## src/rtl/gsbc_pkg.sv

```systemverilog
`default_nettype none

package gsbc_pkg;

	// chain geometry
	localparam int MAX_SITES  = 256;
	localparam int IDX_W      = $clog2(MAX_SITES);
	localparam int LEN_W      = IDX_W + 1;
	localparam int COUNT_BITS = 32;
	localparam int OUT_CNT_W  = 32;
	localparam int OUT_IDX_W  = 8;

	// fixed point widths, probabilities are unsigned q16 with one at 2^16
	localparam int Q_W    = 17;
	localparam int FRAC_W = 16;
	localparam int M1_W   = 33;
	localparam int W_W    = 49;
	localparam int SUM_W  = W_W + 1;
	localparam int SPLIT  = SUM_W / 2;
	localparam int PP_W   = FRAC_W + SPLIT;
	localparam int CMP_W  = FRAC_W + SUM_W;

	localparam logic [Q_W-1:0] Q_ONE = Q_W'(65536);

	// configuration port
	localparam int CFG_AW = 4;
	localparam int CFG_DW = 32;

	localparam logic [1:0] REG_P_STAY   = 2'd0;
	localparam logic [1:0] REG_P_OBS_T  = 2'd1;
	localparam logic [1:0] REG_P_OBS_F  = 2'd2;

	localparam logic [Q_W-1:0] RST_P_STAY  = Q_W'(45875);
	localparam logic [Q_W-1:0] RST_P_OBS_T = Q_W'(58982);
	localparam logic [Q_W-1:0] RST_P_OBS_F = Q_W'(13107);

	// item actions
	localparam logic [1:0] ACT_CLEAR  = 2'd0;
	localparam logic [1:0] ACT_LOAD   = 2'd1;
	localparam logic [1:0] ACT_UPDATE = 2'd2;

	typedef enum logic [2:0] {
		ST_IDLE,
		ST_RD_LEFT,
		ST_RD_RIGHT,
		ST_RD_LAST,
		ST_ADD,
		ST_PROD,
		ST_CMP,
		ST_FIN
	} state_t;

	typedef enum logic [1:0] {
		RDS_LEFT,
		RDS_RIGHT,
		RDS_LAST
	} rd_sel_t;

	typedef struct packed {
		logic     capture;
		rd_sel_t  rd_sel;
		logic     mul1;
		logic     mul2;
		logic     add;
		logic     prod;
		logic     cmp;
		logic     commit;
	} cmd_t;

	typedef struct packed {
		logic upd_go;
	} stat_t;

	typedef struct packed {
		logic [Q_W-1:0] p_stay;
		logic [Q_W-1:0] p_obs_t;
		logic [Q_W-1:0] p_obs_f;
	} cfg_t;

	// one minus p, saturating at zero
	function automatic logic [Q_W-1:0] q_comp(input logic [Q_W-1:0] p);
		logic [Q_W-1:0] r;
		r = Q_ONE - p;
		if (p[Q_W-1]) begin
			r = '0;
		end
		return r;
	endfunction

endpackage

`default_nettype wire

```

## src/rtl/gsbc_regs.sv

```systemverilog
`default_nettype none

module gsbc_regs import gsbc_pkg::*; (
	input  wire logic              clk,
	input  wire logic              arst_n,
	input  wire logic              psel,
	input  wire logic              penable,
	input  wire logic              pwrite,
	input  wire logic [CFG_AW-1:0] paddr,
	input  wire logic [CFG_DW-1:0] pwdata,
	output logic      [CFG_DW-1:0] prdata,
	output logic                   pready,
	output cfg_t                   cfg
);

	logic [Q_W-1:0] p_stay_q;
	logic [Q_W-1:0] p_obs_t_q;
	logic [Q_W-1:0] p_obs_f_q;
	logic           wr_en;
	logic [1:0]     reg_idx;

	assign pready  = 1'b1;
	assign wr_en   = psel & penable & pwrite & pready;
	assign reg_idx = paddr[3:2];

	// register writes on the access phase
	always_ff @(posedge clk or negedge arst_n) begin
		if (!arst_n) begin
			p_stay_q  <= RST_P_STAY;
			p_obs_t_q <= RST_P_OBS_T;
			p_obs_f_q <= RST_P_OBS_F;
		end else if (wr_en) begin
			case (reg_idx)
				REG_P_STAY:  p_stay_q  <= pwdata[Q_W-1:0];
				REG_P_OBS_T: p_obs_t_q <= pwdata[Q_W-1:0];
				REG_P_OBS_F: p_obs_f_q <= pwdata[Q_W-1:0];
				default: ;
			endcase
		end
	end

	// read mux
	always_comb begin
		case (reg_idx)
			REG_P_STAY:  prdata = CFG_DW'(p_stay_q);
			REG_P_OBS_T: prdata = CFG_DW'(p_obs_t_q);
			REG_P_OBS_F: prdata = CFG_DW'(p_obs_f_q);
			default:     prdata = '0;
		endcase
	end

	assign cfg.p_stay  = p_stay_q;
	assign cfg.p_obs_t = p_obs_t_q;
	assign cfg.p_obs_f = p_obs_f_q;

endmodule

`default_nettype wire

```

## config.mk

```make
export PLATFORM = sky130hd
export DESIGN_NAME = gsbc_regs
export DESIGN_NICKNAME = d
export VERILOG_FILES = /design/src/rtl/gsbc_pkg.sv /design/src/rtl/gsbc_regs.sv
export SDC_FILE = /design/constraint.sdc
export NUM_CORES = 1
export LEC_CHECK = 0
export ABC_AREA = 1
export BUFFER_PORTS_ARGS = -buffer_cell sky130_fd_sc_hd__clkbuf_2
export CAP_MARGIN = 20
export CORE_AREA = 3 3 84 86
export DETAILED_ROUTE_END_ITERATION = 10
export DIE_AREA = 0 0 87 89
export PLACE_DENSITY = 0.72
export SYNTH_ARGS = -nofsm -noshare
export SYNTH_HDL_FRONTEND = slang
export SYNTH_SLANG_ARGS = --single-unit
```

## constraint.sdc

```tcl
create_clock -name clk -period 0.9 [get_ports clk]
set_input_delay 0.045 -clock clk [delete_from_list [all_inputs] [get_ports clk]]
set_output_delay 0.045 -clock clk [all_outputs]
set_load 0.05 [all_outputs]
```

==> results.md <==
- Fin. max-slew vios: 0
- Area delta synth->final: 107.5%
- Max VDD drop: 0.001877 V
- Sw Ratio: 0.4218
- Final min period: 1.319 ns
- Global-route wire length before repair: 15,010 µm
- Crit path capture type: output pin
- RSZ-0062 raised after global routing: true
- Post-synth cell types: 15
- Most frequent cells in the layout: nand2_1 (159), nand2_2 (48), buf_6 (36)
- Post-Route M1 WL: 4003 µm
- Gr usage total: 0.2551
- # DRC: 0
- Seq/Total Area, Yosys: 0.5225
- Critical Path RT: 0.85 ns
- Arr. time, crit path: 1.27 ns
- Fin nets: 529
- Largest area contributor in the netlist: nand2_1
- Met3 Routed Length: 631 µm
- Mapped cell area: between 2000 and 3000 µm²
- Longest Clk Path Bufs: 2
- CP Cell Sequence: nand2_2 -> nand3_4 -> clkbuf_16
- Routability cong.: 0.8134
- Hold crit path type: input port to flip-flop
- Slowest stage delay, CP: 0.59 ns
- Largest delay share family, worst path: flip-flops
- TNS Setup: -16.12 ns
- GRT overflow: 0
- Max-capacitance violation count: 0
- DRT antenna net count: 0
- Share of cells above drive strength 1: 0.5992
- Standard-cell rows: 29
- Final wirelength: 11,330 µm
- Syn Area/Cell: 7.902 µm²
- Sink Count: just over 50
- CTS H-tree lvls: 2
- Clock share of power: 0.142
- Sw power: 5.209 mW
- Cts bufs inserted: 5
- DR vias/cell: 5.150
- Wire per inst: 19.98 µm
- Period utilisation layout: 1.466
- DR pass1 iterations: 4
- Die Area: 7743 µm²
- Synth top area share: 0.3087
- Int Pwr: 7.141 mW
- WS Path Type: flip-flop to output pin
- Finish-stage setup viols: 79
- Clock Root Buffer: clkbuf_8
- Die X: 87 µm
- Worst-path clk slew: 0.11 ns
- Placeable Area: 6350 µm²
- DP HPWL: 5525 µm
- Starting Density: 0.3945
- Buf/Inv on CP: 1
- Critical path's slowest cell: dfstp_2
- Skew-Pair Late Insertion Delay: between 0.3 and 0.4 ns
- Vias: about 2,900
- Failing checks: negative setup slack
- Top Metal Used: met4
- Seq pwr share: 0.290
- Crit-path max FO: 2
- Leakage: approximately 2.6 nW
- Synthesized instance count: 317
- Outcome: finished with violations
- First-iteration detailed-routing DRC count: 202
- Port Buffer Count: 91
- Syn. warnings: 0
- Clock Skews: 0 ns
- CTS tree: yes
- Logic pwr share: 0.568
- Startpoint Class: flip-flop
- I/O Pins: 125
- PwrDens: 2376 nW/µm²
- Die height: 89 µm
- FMAX: 0.7581 GHz
- Yosys reg bits: 51
- Count of final hold-check violations: 0
- Largest net degree at the start of global routing: 52
- Synth area leaders: nand2_1 (31%), dfstp_2 (27%), dfrtp_1 (25%), buf_4 (5.1%), nand3_1 (3.4%)
- Initial antenna violation count: 1
- Most common library cell in the layout ignoring fill and taps: nand2_1
- Final WS setup: -0.4191 ns
- Routed length on met2: 5941 µm
- PnR Total Power: 12.35 mW
- Vias in the first global route: 2,915
metal layers:
layer  track usage  up-vias
met5             0        -
met4        0.1176        0
met3       0.05899       56
met2        0.4513      165
met1        0.2931     1420
li1              -     1279
stage by stage:
step                std cells    util  area [µm²]  hold slack, ns  worst slack (ns)
global placement          510  0.5679        3606         0.05680           -0.2027
finish                    567  0.8185        5197          0.2943           -0.4191
detailed placement        510  0.5679        3606         0.05812           -0.2525
global route              567  0.8185        5197          0.3102           -0.4309
CTS                       546  0.7645        4855          0.2587           -0.3401
floorplan                 331       -        2865         -0.2506           -0.1078
state kept, by name (all words and copies together) (netlist names):
| name | flops |
|---|---|
| p_obs_t_q | 17 |
| p_stay_q | 17 |
| p_obs_f_q | 17 |
path summary, 6_finish.rpt:
| path | from | to | slack, ns | cells past startpoint |
|---|---|---|---|---|
| min in group asynchronous | arst_n | p_stay_q[10]$_DFFE_PN0P_ | 0.31 | 3 |
| min | penable | p_obs_t_q[6]$_DFFE_PN1P_ | 0.29 | 6 |
| max in group asynchronous | arst_n | p_stay_q[0]$_DFFE_PN1P_ | 0.29 | 3 |
| max reg2reg | p_stay_q[9]$_DFFE_PN1P_ | p_stay_q[9]$_DFFE_PN1P_ | -0.15 | 5 |
| min reg2reg | p_obs_t_q[6]$_DFFE_PN1P_ | p_obs_t_q[6]$_DFFE_PN1P_ | 0.50 | 2 |
| max | p_obs_t_q[13]$_DFFE_PN1P_ | prdata[13] | -0.42 | 3 |
final cells by class:
| type | count | area (µm²) |
|---|---|---|
| Antenna cell | 1 | 2.502 |
| Clock buffer | 6 | 82.58 |
| Clock inverter | 2 | 38.79 |
| Fill cell | 328 | 1152 |
| Inverter | 5 | 26.28 |
| Multi-Input combinational cell | 250 | 1366 |
| Sequential cell | 51 | 1339 |
| Tap cell | 77 | 96.34 |
| Timing Repair Buffer | 175 | 2246 |
power groups by stage:
stage / Combinational [mW] / Clock (mW) / Sequential (mW)
after floorplan: 1.44 / 0 / 5.10
after global placement: 4.38 / 0 / 3.41
after detailed placement: 4.45 / 0 / 3.42
after CTS: 6.12 / 1.72 / 3.45
after global routing: 7.27 / 1.85 / 3.61
final: 7.01 / 1.76 / 3.58
synth_stat cells:
master,number
buf_2,3
buf_4,17
buf_6,5
conb_1,2
dfrtp_1,25
dfstp_2,26
inv_1,2
inv_2,1
inv_4,2
nand2_1,206
nand2_2,3
nand2_4,2
nand3_1,17
nand3_2,1
nor2_4,5
kinds of logic (layout without fill, tap and decap cells):
| family | after synthesis | in the layout | share of synthesized area |
|---|---|---|---|
| buffers and inverters | 30 | 188 | 0.08891 |
| flip-flops | 51 | 51 | 0.5225 |
| other | 2 | 17 | 0.002998 |
| AND/OR/NAND/NOR | 234 | 234 | 0.3856 |
worst min-delay path, stage by stage:
cell	delay, ns
clkbuf_2	0.10
nand3_2	0.16
nor2_4	0.06
buf_4	0.15
nand2_1	0.05
nand2_1	0.04
timing repair:
action | CTS | global route
buffers inserted | 10 | 22
endpoints found under the setup margin | 68 | 74
hold buffers | 18 | 0
hold endpoints to repair | 102 | 0
gates resized for setup | 162 | 79
pin swaps | 9 | 14
Note: power is estimated with default switching activity, not from simulation.
