[src/rtl/gsbc_pkg.sv]
`default_nettype none

package gsbc_pkg;

	// chain geometry
	localparam int MAX_SITES  = 256;
	localparam int IDX_W      = $clog2(MAX_SITES);
	localparam int LEN_W      = IDX_W + 1;
	localparam int COUNT_BITS = 32;
	localparam int OUT_CNT_W  = 32;
	localparam int OUT_IDX_W  = 8;

	// fixed point widths, probabilities are unsigned q16 with one at 2^16
	localparam int Q_W    = 17;
	localparam int FRAC_W = 16;
	localparam int M1_W   = 33;
	localparam int W_W    = 49;
	localparam int SUM_W  = W_W + 1;
	localparam int SPLIT  = SUM_W / 2;
	localparam int PP_W   = FRAC_W + SPLIT;
	localparam int CMP_W  = FRAC_W + SUM_W;

	localparam logic [Q_W-1:0] Q_ONE = Q_W'(65536);

	// configuration port
	localparam int CFG_AW = 4;
	localparam int CFG_DW = 32;

	localparam logic [1:0] REG_P_STAY   = 2'd0;
	localparam logic [1:0] REG_P_OBS_T  = 2'd1;
	localparam logic [1:0] REG_P_OBS_F  = 2'd2;

	localparam logic [Q_W-1:0] RST_P_STAY  = Q_W'(45875);
	localparam logic [Q_W-1:0] RST_P_OBS_T = Q_W'(58982);
	localparam logic [Q_W-1:0] RST_P_OBS_F = Q_W'(13107);

	// item actions
	localparam logic [1:0] ACT_CLEAR  = 2'd0;
	localparam logic [1:0] ACT_LOAD   = 2'd1;
	localparam logic [1:0] ACT_UPDATE = 2'd2;

	typedef enum logic [2:0] {
		ST_IDLE,
		ST_RD_LEFT,
		ST_RD_RIGHT,
		ST_RD_LAST,
		ST_ADD,
		ST_PROD,
		ST_CMP,
		ST_FIN
	} state_t;

	typedef enum logic [1:0] {
		RDS_LEFT,
		RDS_RIGHT,
		RDS_LAST
	} rd_sel_t;

	typedef struct packed {
		logic     capture;
		rd_sel_t  rd_sel;
		logic     mul1;
		logic     mul2;
		logic     add;
		logic     prod;
		logic     cmp;
		logic     commit;
	} cmd_t;

	typedef struct packed {
		logic upd_go;
	} stat_t;

	typedef struct packed {
		logic [Q_W-1:0] p_stay;
		logic [Q_W-1:0] p_obs_t;
		logic [Q_W-1:0] p_obs_f;
	} cfg_t;

	// one minus p, saturating at zero
	function automatic logic [Q_W-1:0] q_comp(input logic [Q_W-1:0] p);
		logic [Q_W-1:0] r;
		r = Q_ONE - p;
		if (p[Q_W-1]) begin
			r = '0;
		end
		return r;
	endfunction

endpackage

`default_nettype wire

[src/rtl/gsbc_ctrl.sv]
`default_nettype none

module gsbc_ctrl import gsbc_pkg::*; (
	input  wire logic  clk,
	input  wire logic  arst_n,
	input  wire logic  in_valid,
	output logic       in_stall,
	output logic       out_valid,
	input  wire logic  out_stall,
	input  wire stat_t stat,
	output cmd_t       cmd
);

	state_t state_q, state_d;
	logic   out_valid_q, out_valid_d;
	logic   slot_free;

	assign in_stall  = (state_q != ST_IDLE);
	assign out_valid = out_valid_q;
	assign slot_free = !out_valid_q || !out_stall;

	always_ff @(posedge clk or negedge arst_n) begin
		if (!arst_n) begin
			state_q     <= ST_IDLE;
			out_valid_q <= 1'b0;
		end else begin
			state_q     <= state_d;
			out_valid_q <= out_valid_d;
		end
	end

	// next state and datapath commands
	always_comb begin
		state_d     = state_q;
		out_valid_d = out_valid_q && out_stall;
		cmd         = '0;
		cmd.rd_sel  = RDS_LEFT;
		case (state_q)
			ST_IDLE: begin
				if (in_valid) begin
					cmd.capture = 1'b1;
					state_d     = stat.upd_go ? ST_RD_LEFT : ST_FIN;
				end
			end
			ST_RD_LEFT: begin
				cmd.rd_sel = RDS_LEFT;
				state_d    = ST_RD_RIGHT;
			end
			ST_RD_RIGHT: begin
				cmd.rd_sel = RDS_RIGHT;
				cmd.mul1   = 1'b1;
				state_d    = ST_RD_LAST;
			end
			ST_RD_LAST: begin
				cmd.rd_sel = RDS_LAST;
				cmd.mul2   = 1'b1;
				state_d    = ST_ADD;
			end
			ST_ADD: begin
				cmd.add = 1'b1;
				state_d = ST_PROD;
			end
			ST_PROD: begin
				cmd.prod = 1'b1;
				state_d  = ST_CMP;
			end
			ST_CMP: begin
				cmd.cmp = 1'b1;
				state_d = ST_FIN;
			end
			ST_FIN: begin
				// wait until the result register can take the transfer
				if (slot_free) begin
					cmd.commit  = 1'b1;
					out_valid_d = 1'b1;
					state_d     = ST_IDLE;
				end
			end
			default: begin
				state_d = ST_IDLE;
			end
		endcase
	end

	a_hold_result: assert property (@(posedge clk) disable iff (!arst_n)
		(state_q == ST_FIN && out_valid_q && out_stall) |=> (state_q == ST_FIN))
		else $error("result overwritten before its transfer");

	a_update_path: assert property (@(posedge clk) disable iff (!arst_n)
		(in_valid && !in_stall && stat.upd_go) |=> (state_q == ST_RD_LEFT))
		else $error("update item did not start the neighbor reads");

	a_result_source: assert property (@(posedge clk) disable iff (!arst_n)
		$rose(out_valid_q) |-> ($past(state_q) == ST_FIN))
		else $error("result raised outside the commit step");

endmodule

`default_nettype wire

[config.mk]
export PLATFORM = sky130hd
export DESIGN_NAME = gsbc_ctrl
export DESIGN_NICKNAME = d
export VERILOG_FILES = /design/src/rtl/gsbc_pkg.sv /design/src/rtl/gsbc_ctrl.sv
export SDC_FILE = /design/constraint.sdc
export NUM_CORES = 1
export LEC_CHECK = 0
export BUFFER_PORTS_ARGS = -buffer_cell sky130_fd_sc_hd__clkbuf_2
export CAP_MARGIN = 10
export CORE_AREA = 5 5 42 44
export DETAILED_ROUTE_END_ITERATION = 7
export DIE_AREA = 0 0 47 49
export GPL_ROUTABILITY_DRIVEN = 0
export SYNTH_ARGS = -nofsm -noshare
export SYNTH_HDL_FRONTEND = slang
export SYNTH_SLANG_ARGS = --single-unit
[constraint.sdc]
create_clock -name clk -period 1.47 [get_ports clk]
set_input_delay 0.0735 -clock clk [delete_from_list [all_inputs] [get_ports clk]]
set_output_delay 0.0735 -clock clk [all_outputs]
set_load 0.01 [all_outputs]
==> impl_metrics.yaml, run 1 <==
yosys:
  yosys.area.top_type: "dfrtp_1"
  synth_warnings: 0
  ys_types: 22
  ys.flop_type: "dfrtp_1"
  yosysMostFrequentCell: "dfrtp_1"
  syn_nets: 38
  async_flop_share_pct: 100
  synth_top_area_share_pct: 34.8
  synth.yosys.seq_area_share_pct: 34.8
  synth_area_leaders: "dfrtp_1 35%, nor2b_1 6.5%, a22oi_1 5.2%"
  synthTopCellsByCount: "4 x dfrtp_1, 3 x nand2_1, 3 x nor2b_1"
  syn_area_per_cell_sq_um: 8.72
  syn_inst: 33
  netlist_area_sq_um: 288
  synth-edff-count: 0
  synth-seq-cells: 4
floorplan:
  die_height_um: 49
  dieWidth_um: 47
  rows: 14
  io_pins: 16
  start_util_pct: 20.5
  dieArea_sq_um: 2300
  core_sq_um: 1400
clocking:
  cts_tree: "built"
  cts_made_buffers: 3
  cts-root-buf: "clkbuf_4"
  path_clk_slew_ns: 0.04
  clk_latency_ns: 0.24
  cts_sinks: 4
  htreeDepth: 1
  cts_max_path_buffers: 2
grt:
  grt_overflow: 0
  grt_pass1_wl_mm: 1.27
  grt_pass1_vias: 278
  grtUsageTotal_pct: 7.78
  grt_max_degree: 14
  antenna_found_initial: 0
critical_path:
  cp_max_fo: 11
  crit_required_ns: 1.40
  cp-end-kind: "output pin"
  critPathArrivalTime_ns: 1.31
  cpPeakStageDelay_ns: 0.46
  cp_slowest_cell: "dfrtp_2"
  cp_cell_sequence: "or3_4, nor2_2, clkbuf_2"
  startpoint_type: "flop"
  ff2ff_path_depth: 2
  critPathKind: "reg2out"
hold_path:
  hold_path.class: "in2reg"
  holdPathStages: 3
sta:
  finalHoldViolCount: 0
  fin_crit_ns: 1.39
  rsz0062_at_grt: "no"
  period_share_pct: 94.4
  tightest_slew_ns: 0.246
  slew_viol_final: 0
  setup_ws_ns: 0.0825
  clock.fmax_mhz: 721
  slew_headroom_pct: 83.6
  finClkSkew_ns: 0.000996
  tns_ns: 0
  setup_viol: 0
finish:
  drive_gt1_share_pct: 51.0
  num-fill-cells: 169
  final_cells: 65
  num-nets-final: 56
  syn_to_final_growth_pct: 37.0
  num_antenna_cells: 0
  finalInstanceArea_sq_um: 394
  fin_util_pct: 28.1
power_and_ir_drop:
  cellLeakagePower_nw: 0.202
  cellPowerDensity_nw_per_um2: 2170
  peakVddDrop_uv: 920
placed_design:
  dp_hpwl_um: 532
  io_buffers: 15
  dp_cells: 61
  place_area_sq_um: 359
  pre_cts_slack_ns: 0.260
run_status:
  outcome: "finished, final reports clean"
routing:
  routed-via-count: 289
  drt-total-wl_um: 697
  post_drt_via_cell_ratio: 4.45
  dr.pass1.iters: 2
  drt_drc_violations_left: 0
  drt-initial-drc-count: 4
  wl_per_cell_um: 10.7
  route.antenna.remaining_nets: 0
flow_run:
  maxCapViolations: 0
-- layout make-up --
type                    count  area, sq um  share of cell area [%]
clock buffers               3         22.5                    5.71
inverters                   2         7.51                    1.90
multi-input cells          24          156                    39.7
flip-flops and latches      4          103                    26.0
well taps                  16         20.0                    5.08
repair buffers             16         85.1                    21.6
-- layer usage --
| layer | vias up | global-route usage (%) | share of wire (%) |
|---|---|---|---|
| li1 | 147 | - | - |
| met1 | 132 | 9.58 | 45 |
| met2 | 10 | 10.4 | 46 |
| met3 | 0 | 5.54 | 8.9 |
| met4 | 0 | 2.76 | 0 |
| met5 | - | 0 | 0 |
-- state kept, by name, summed over array words and instances, names as in the netlist --
name / count
state_q: 3
out_valid: 1
-- kinds of logic (layout without fill, tap and decap cells) --
family | after synthesis | after routing | synth area share, %
compound gates | 7 | 7 | 19.1
buf+inv | 5 | 21 | 10.9
flops | 4 | 4 | 34.8
simple gates | 17 | 17 | 35.2
-- path summary, 6_finish.rpt --
kind | start | end | slack [ns]
min in group asynchronous | arst_n | state_q[1]$_DFFE_PN0P_ | 0.19
setup / recovery | state_q[0]$_DFFE_PN0P_ | cmd[8] | 0.08
hold reg to reg | out_valid$_DFF_PN0_ | out_valid$_DFF_PN0_ | 0.54
hold / removal | out_stall | out_valid$_DFF_PN0_ | 0.09
max in group asynchronous | arst_n | state_q[0]$_DFFE_PN0P_ | 1.14
setup reg to reg | state_q[1]$_DFFE_PN0P_ | state_q[2]$_DFFE_PN0P_ | 0.33
-- worst max-delay path: cells and delay by family (launching register included) --
| family | cells | cell delay [ns] |
|---|---|---|
| flip-flops | 1 | 0.46 |
| AND/OR/NAND/NOR | 2 | 0.49 |
| buffers and inverters | 1 | 0.13 |
-- timing repair --
| action | 4_1_cts | 5_1_grt |
|---|---|---|
| buffers inserted | 0 | 0 |
| endpoints found under the hold margin | 4 | 0 |
| endpoints found under the setup margin | 0 | 1 |
| gates resized for setup | 0 | 2 |
| hold buffers | 1 | 0 |
-- through the flow --
| step | hold slack (ns) | total power, mW |
|---|---|---|
| after floorplan | -0.222 | 0.601 |
| after global placement | -0.111 | 0.703 |
| after detailed placement | -0.112 | 0.713 |
| after CTS | 0.0897 | 0.861 |
| after global routing | 0.0888 | 0.953 |
| final | 0.0909 | 0.856 |
-- report_power, final --
group          internal, mW  switching (mW)
sequential            0.171           0.123
combinational         0.221           0.203
clock                0.0914          0.0456
-- cells in the final DEF, fill, tap and decap left out, types with 2 or more instances in the layout --
master	count
dfrtp_2	2
nand2_1	3
nor2_1	2
clkbuf_2	15
nand3_1	2
clkbuf_4	3
a22oi_1	2
nor2b_1	3
dfrtp_1	2
inv_1	2
Power figures use the tool's default switching activity.
==> run 2: changes to the inputs <==
--- a/config.mk
+++ b/config.mk
@@ -8,6 +8,7 @@
 export BUFFER_PORTS_ARGS = -buffer_cell sky130_fd_sc_hd__clkbuf_2
 export CAP_MARGIN = 10
 export CORE_AREA = 5 5 42 44
+export CTS_BUF_LIST = sky130_fd_sc_hd__clkbuf_4
 export DETAILED_ROUTE_END_ITERATION = 7
 export DIE_AREA = 0 0 47 49
 export GPL_ROUTABILITY_DRIVEN = 0
==> constraint.sdc (replaced) <==
create_clock -name clk -period 1.3 [get_ports clk]
set_input_delay 0.065 -clock clk [delete_from_list [all_inputs] [get_ports clk]]
set_output_delay 0.065 -clock clk [all_outputs]
set_load 0.1 [all_outputs]
==> impl_metrics.yaml, run 2 (synthesis gave the netlist of run 1 again) <==
run_status:
  outcome: "complete, but fails checks"
  violations: "negative setup slack"
floorplan:
  start_util_pct: 20.5
  die_height_um: 49
  rows: 14
  io_pins: 16
  dieArea_sq_um: 2300
  core_sq_um: 1400
  dieWidth_um: 47
routing:
  route.antenna.remaining_nets: 0
  drt_drc_violations_left: 0
  drt-initial-drc-count: 3
  wl_per_cell_um: 13.2
  dr.pass1.iters: 2
  post_drt_via_cell_ratio: 4.59
  routed-via-count: 344
  drt-total-wl_um: 987
sta:
  rsz0062_at_grt: "yes"
  fin_crit_ns: 1.41
  slew_headroom_pct: 82.7
  finClkSkew_ns: 0.00325
  tightest_slew_ns: 0.258
  setup_viol: 9
  period_share_pct: 108
  clock.fmax_mhz: 709
  setup_ws_ns: -0.110
  slew_viol_final: 0
  tns_ns: -0.479
  finalHoldViolCount: 0
grt:
  grt_pass1_vias: 372
  antenna_found_initial: 0
  grt_max_degree: 10
  grt_pass1_wl_mm: 1.73
  grt_overflow: 0
  use_met2_pct: 17.6
  busiest_layer: "met2"
  grtUsageMet1_pct: 12.0
  grt_use_met3_pct: 1.48
  grtUsageTotal_pct: 11.1
clocking:
  htreeDepth: 1
  path_clk_slew_ns: 0.04
  cts_tree: "built"
  clk_latency_ns: 0.24
  cts-root-buf: "clkbuf_4"
  cts_max_path_buffers: 2
  cts_sinks: 4
  cts_made_buffers: 3
finish:
  drive_gt1_share_pct: 72.9
  num_antenna_cells: 0
  final_common_cell: "buf_12"
  regMostFlops: "state_q"
  largest_register_ffs: 3
  mostFrequentLayoutCells: "12 x buf_12, 5 x buf_6, 4 x clkbuf_2, 4 x buf_4"
  num-nets-final: 66
  num-fill-cells: 118
  syn_to_final_growth_pct: 160
placed_design:
  io_buffers: 15
  dp_hpwl_um: 638
flow_run:
  maxCapViolations: 0
critical_path:
  ff2ff_path_depth: 5
  startpoint_type: "flop"
  crit_buf_inv: 1
  crit_required_ns: 1.24
  critPathTopFamily: "simple AND/OR/NAND/NOR gates"
  cp-end-kind: "output pin"
  r2r_slack_ns: 0.07
  crit_path_end: "cmd[8]"
  critPathArrivalTime_ns: 1.35
  crit_cells: 3
  cp_slowest_cell: "or3_4"
  cp_cell_sequence: "or3_4, nor2_4, buf_12"
  regToRegStartpoint: "state_q[0]$_DFFE_PN0P_"
  critPathKind: "reg2out"
  cp-startpoint: "state_q[1]$_DFFE_PN0P_"
  cp_max_fo: 2
  cpPeakStageDelay_ns: 0.42
  timing.rr.end: "state_q[2]$_DFFE_PN0P_"
hold_path:
  hold_path.class: "in2reg"
  holdPathStages: 3
[run 2: changes by cell type in the layout (fill, tap and decap cells not counted), sizes merged]
cell	change
buf	+21
clkbuf	-11
[run 2: worst register-to-register path: cells and delay by family, from the launching register on]
kind | cells | cell delay, ns
simple gates | 1 | 0.05
flops | 1 | 0.40
compound gates | 1 | 0.31
buf+inv | 3 | 0.35
[run 2: timing repair]
action,CTS,global route
hold buffers,1,0
endpoints found under the hold margin,4,0
setup buffers,5,1
gates resized for setup,10,2
setup endpoints to repair,8,10
pin swaps,5,2
[run 2: metal layers]
layer | up-vias | wire (um)
li1 | 169 | -
met1 | 165 | 323
met2 | 7 | 603
met3 | 3 | 28
met4 | 0 | 32
met5 | - | 0
[run 2: how the worst min path moves through the flow]
stage	start	endpoint	slack, ns
after detailed placement	arst_n	state_q[2]$_DFFE_PN0P_	-0.13
final	out_stall	out_valid$_DFF_PN0_	0.1
after CTS	out_stall	out_valid$_DFF_PN0_	0.1
after global routing	out_stall	out_valid$_DFF_PN0_	0.1
after global placement	arst_n	out_valid$_DFF_PN0_	-0.13
after floorplan	arst_n	state_q[0]$_DFFE_PN0P_	-0.23
[run 2: per-stage QoR]
step | instance area [sq um] | std cells | util [%] | hold slack (ns) | setup WS, ns
floorplan | 359 | 33 | - | -0.231 | -0.384
global placement | 623 | 65 | 44.5 | -0.128 | 0.0996
finish | 749 | 75 | 53.5 | 0.0975 | -0.110
detailed placement | 623 | 65 | 44.5 | -0.127 | 0.0840
global route | 749 | 75 | 53.5 | 0.0998 | -0.163
CTS | 734 | 74 | 52.4 | 0.0978 | -0.119
[run 2: area by class of cell]
class                   instances  area, sq um  share of cell area [%]
flip-flops and latches          4          105                    14.0
multi-input cells              24          235                    31.4
inverters                       2         10.0                    1.34
well taps                      16         20.0                    2.67
clock buffers                   3         22.5                    3.01
repair buffers                 26          357                    47.6
Power of run 2 is not shown: default switching activity piles up to over one toggle a cycle in this logic, so the estimate is an artifact.
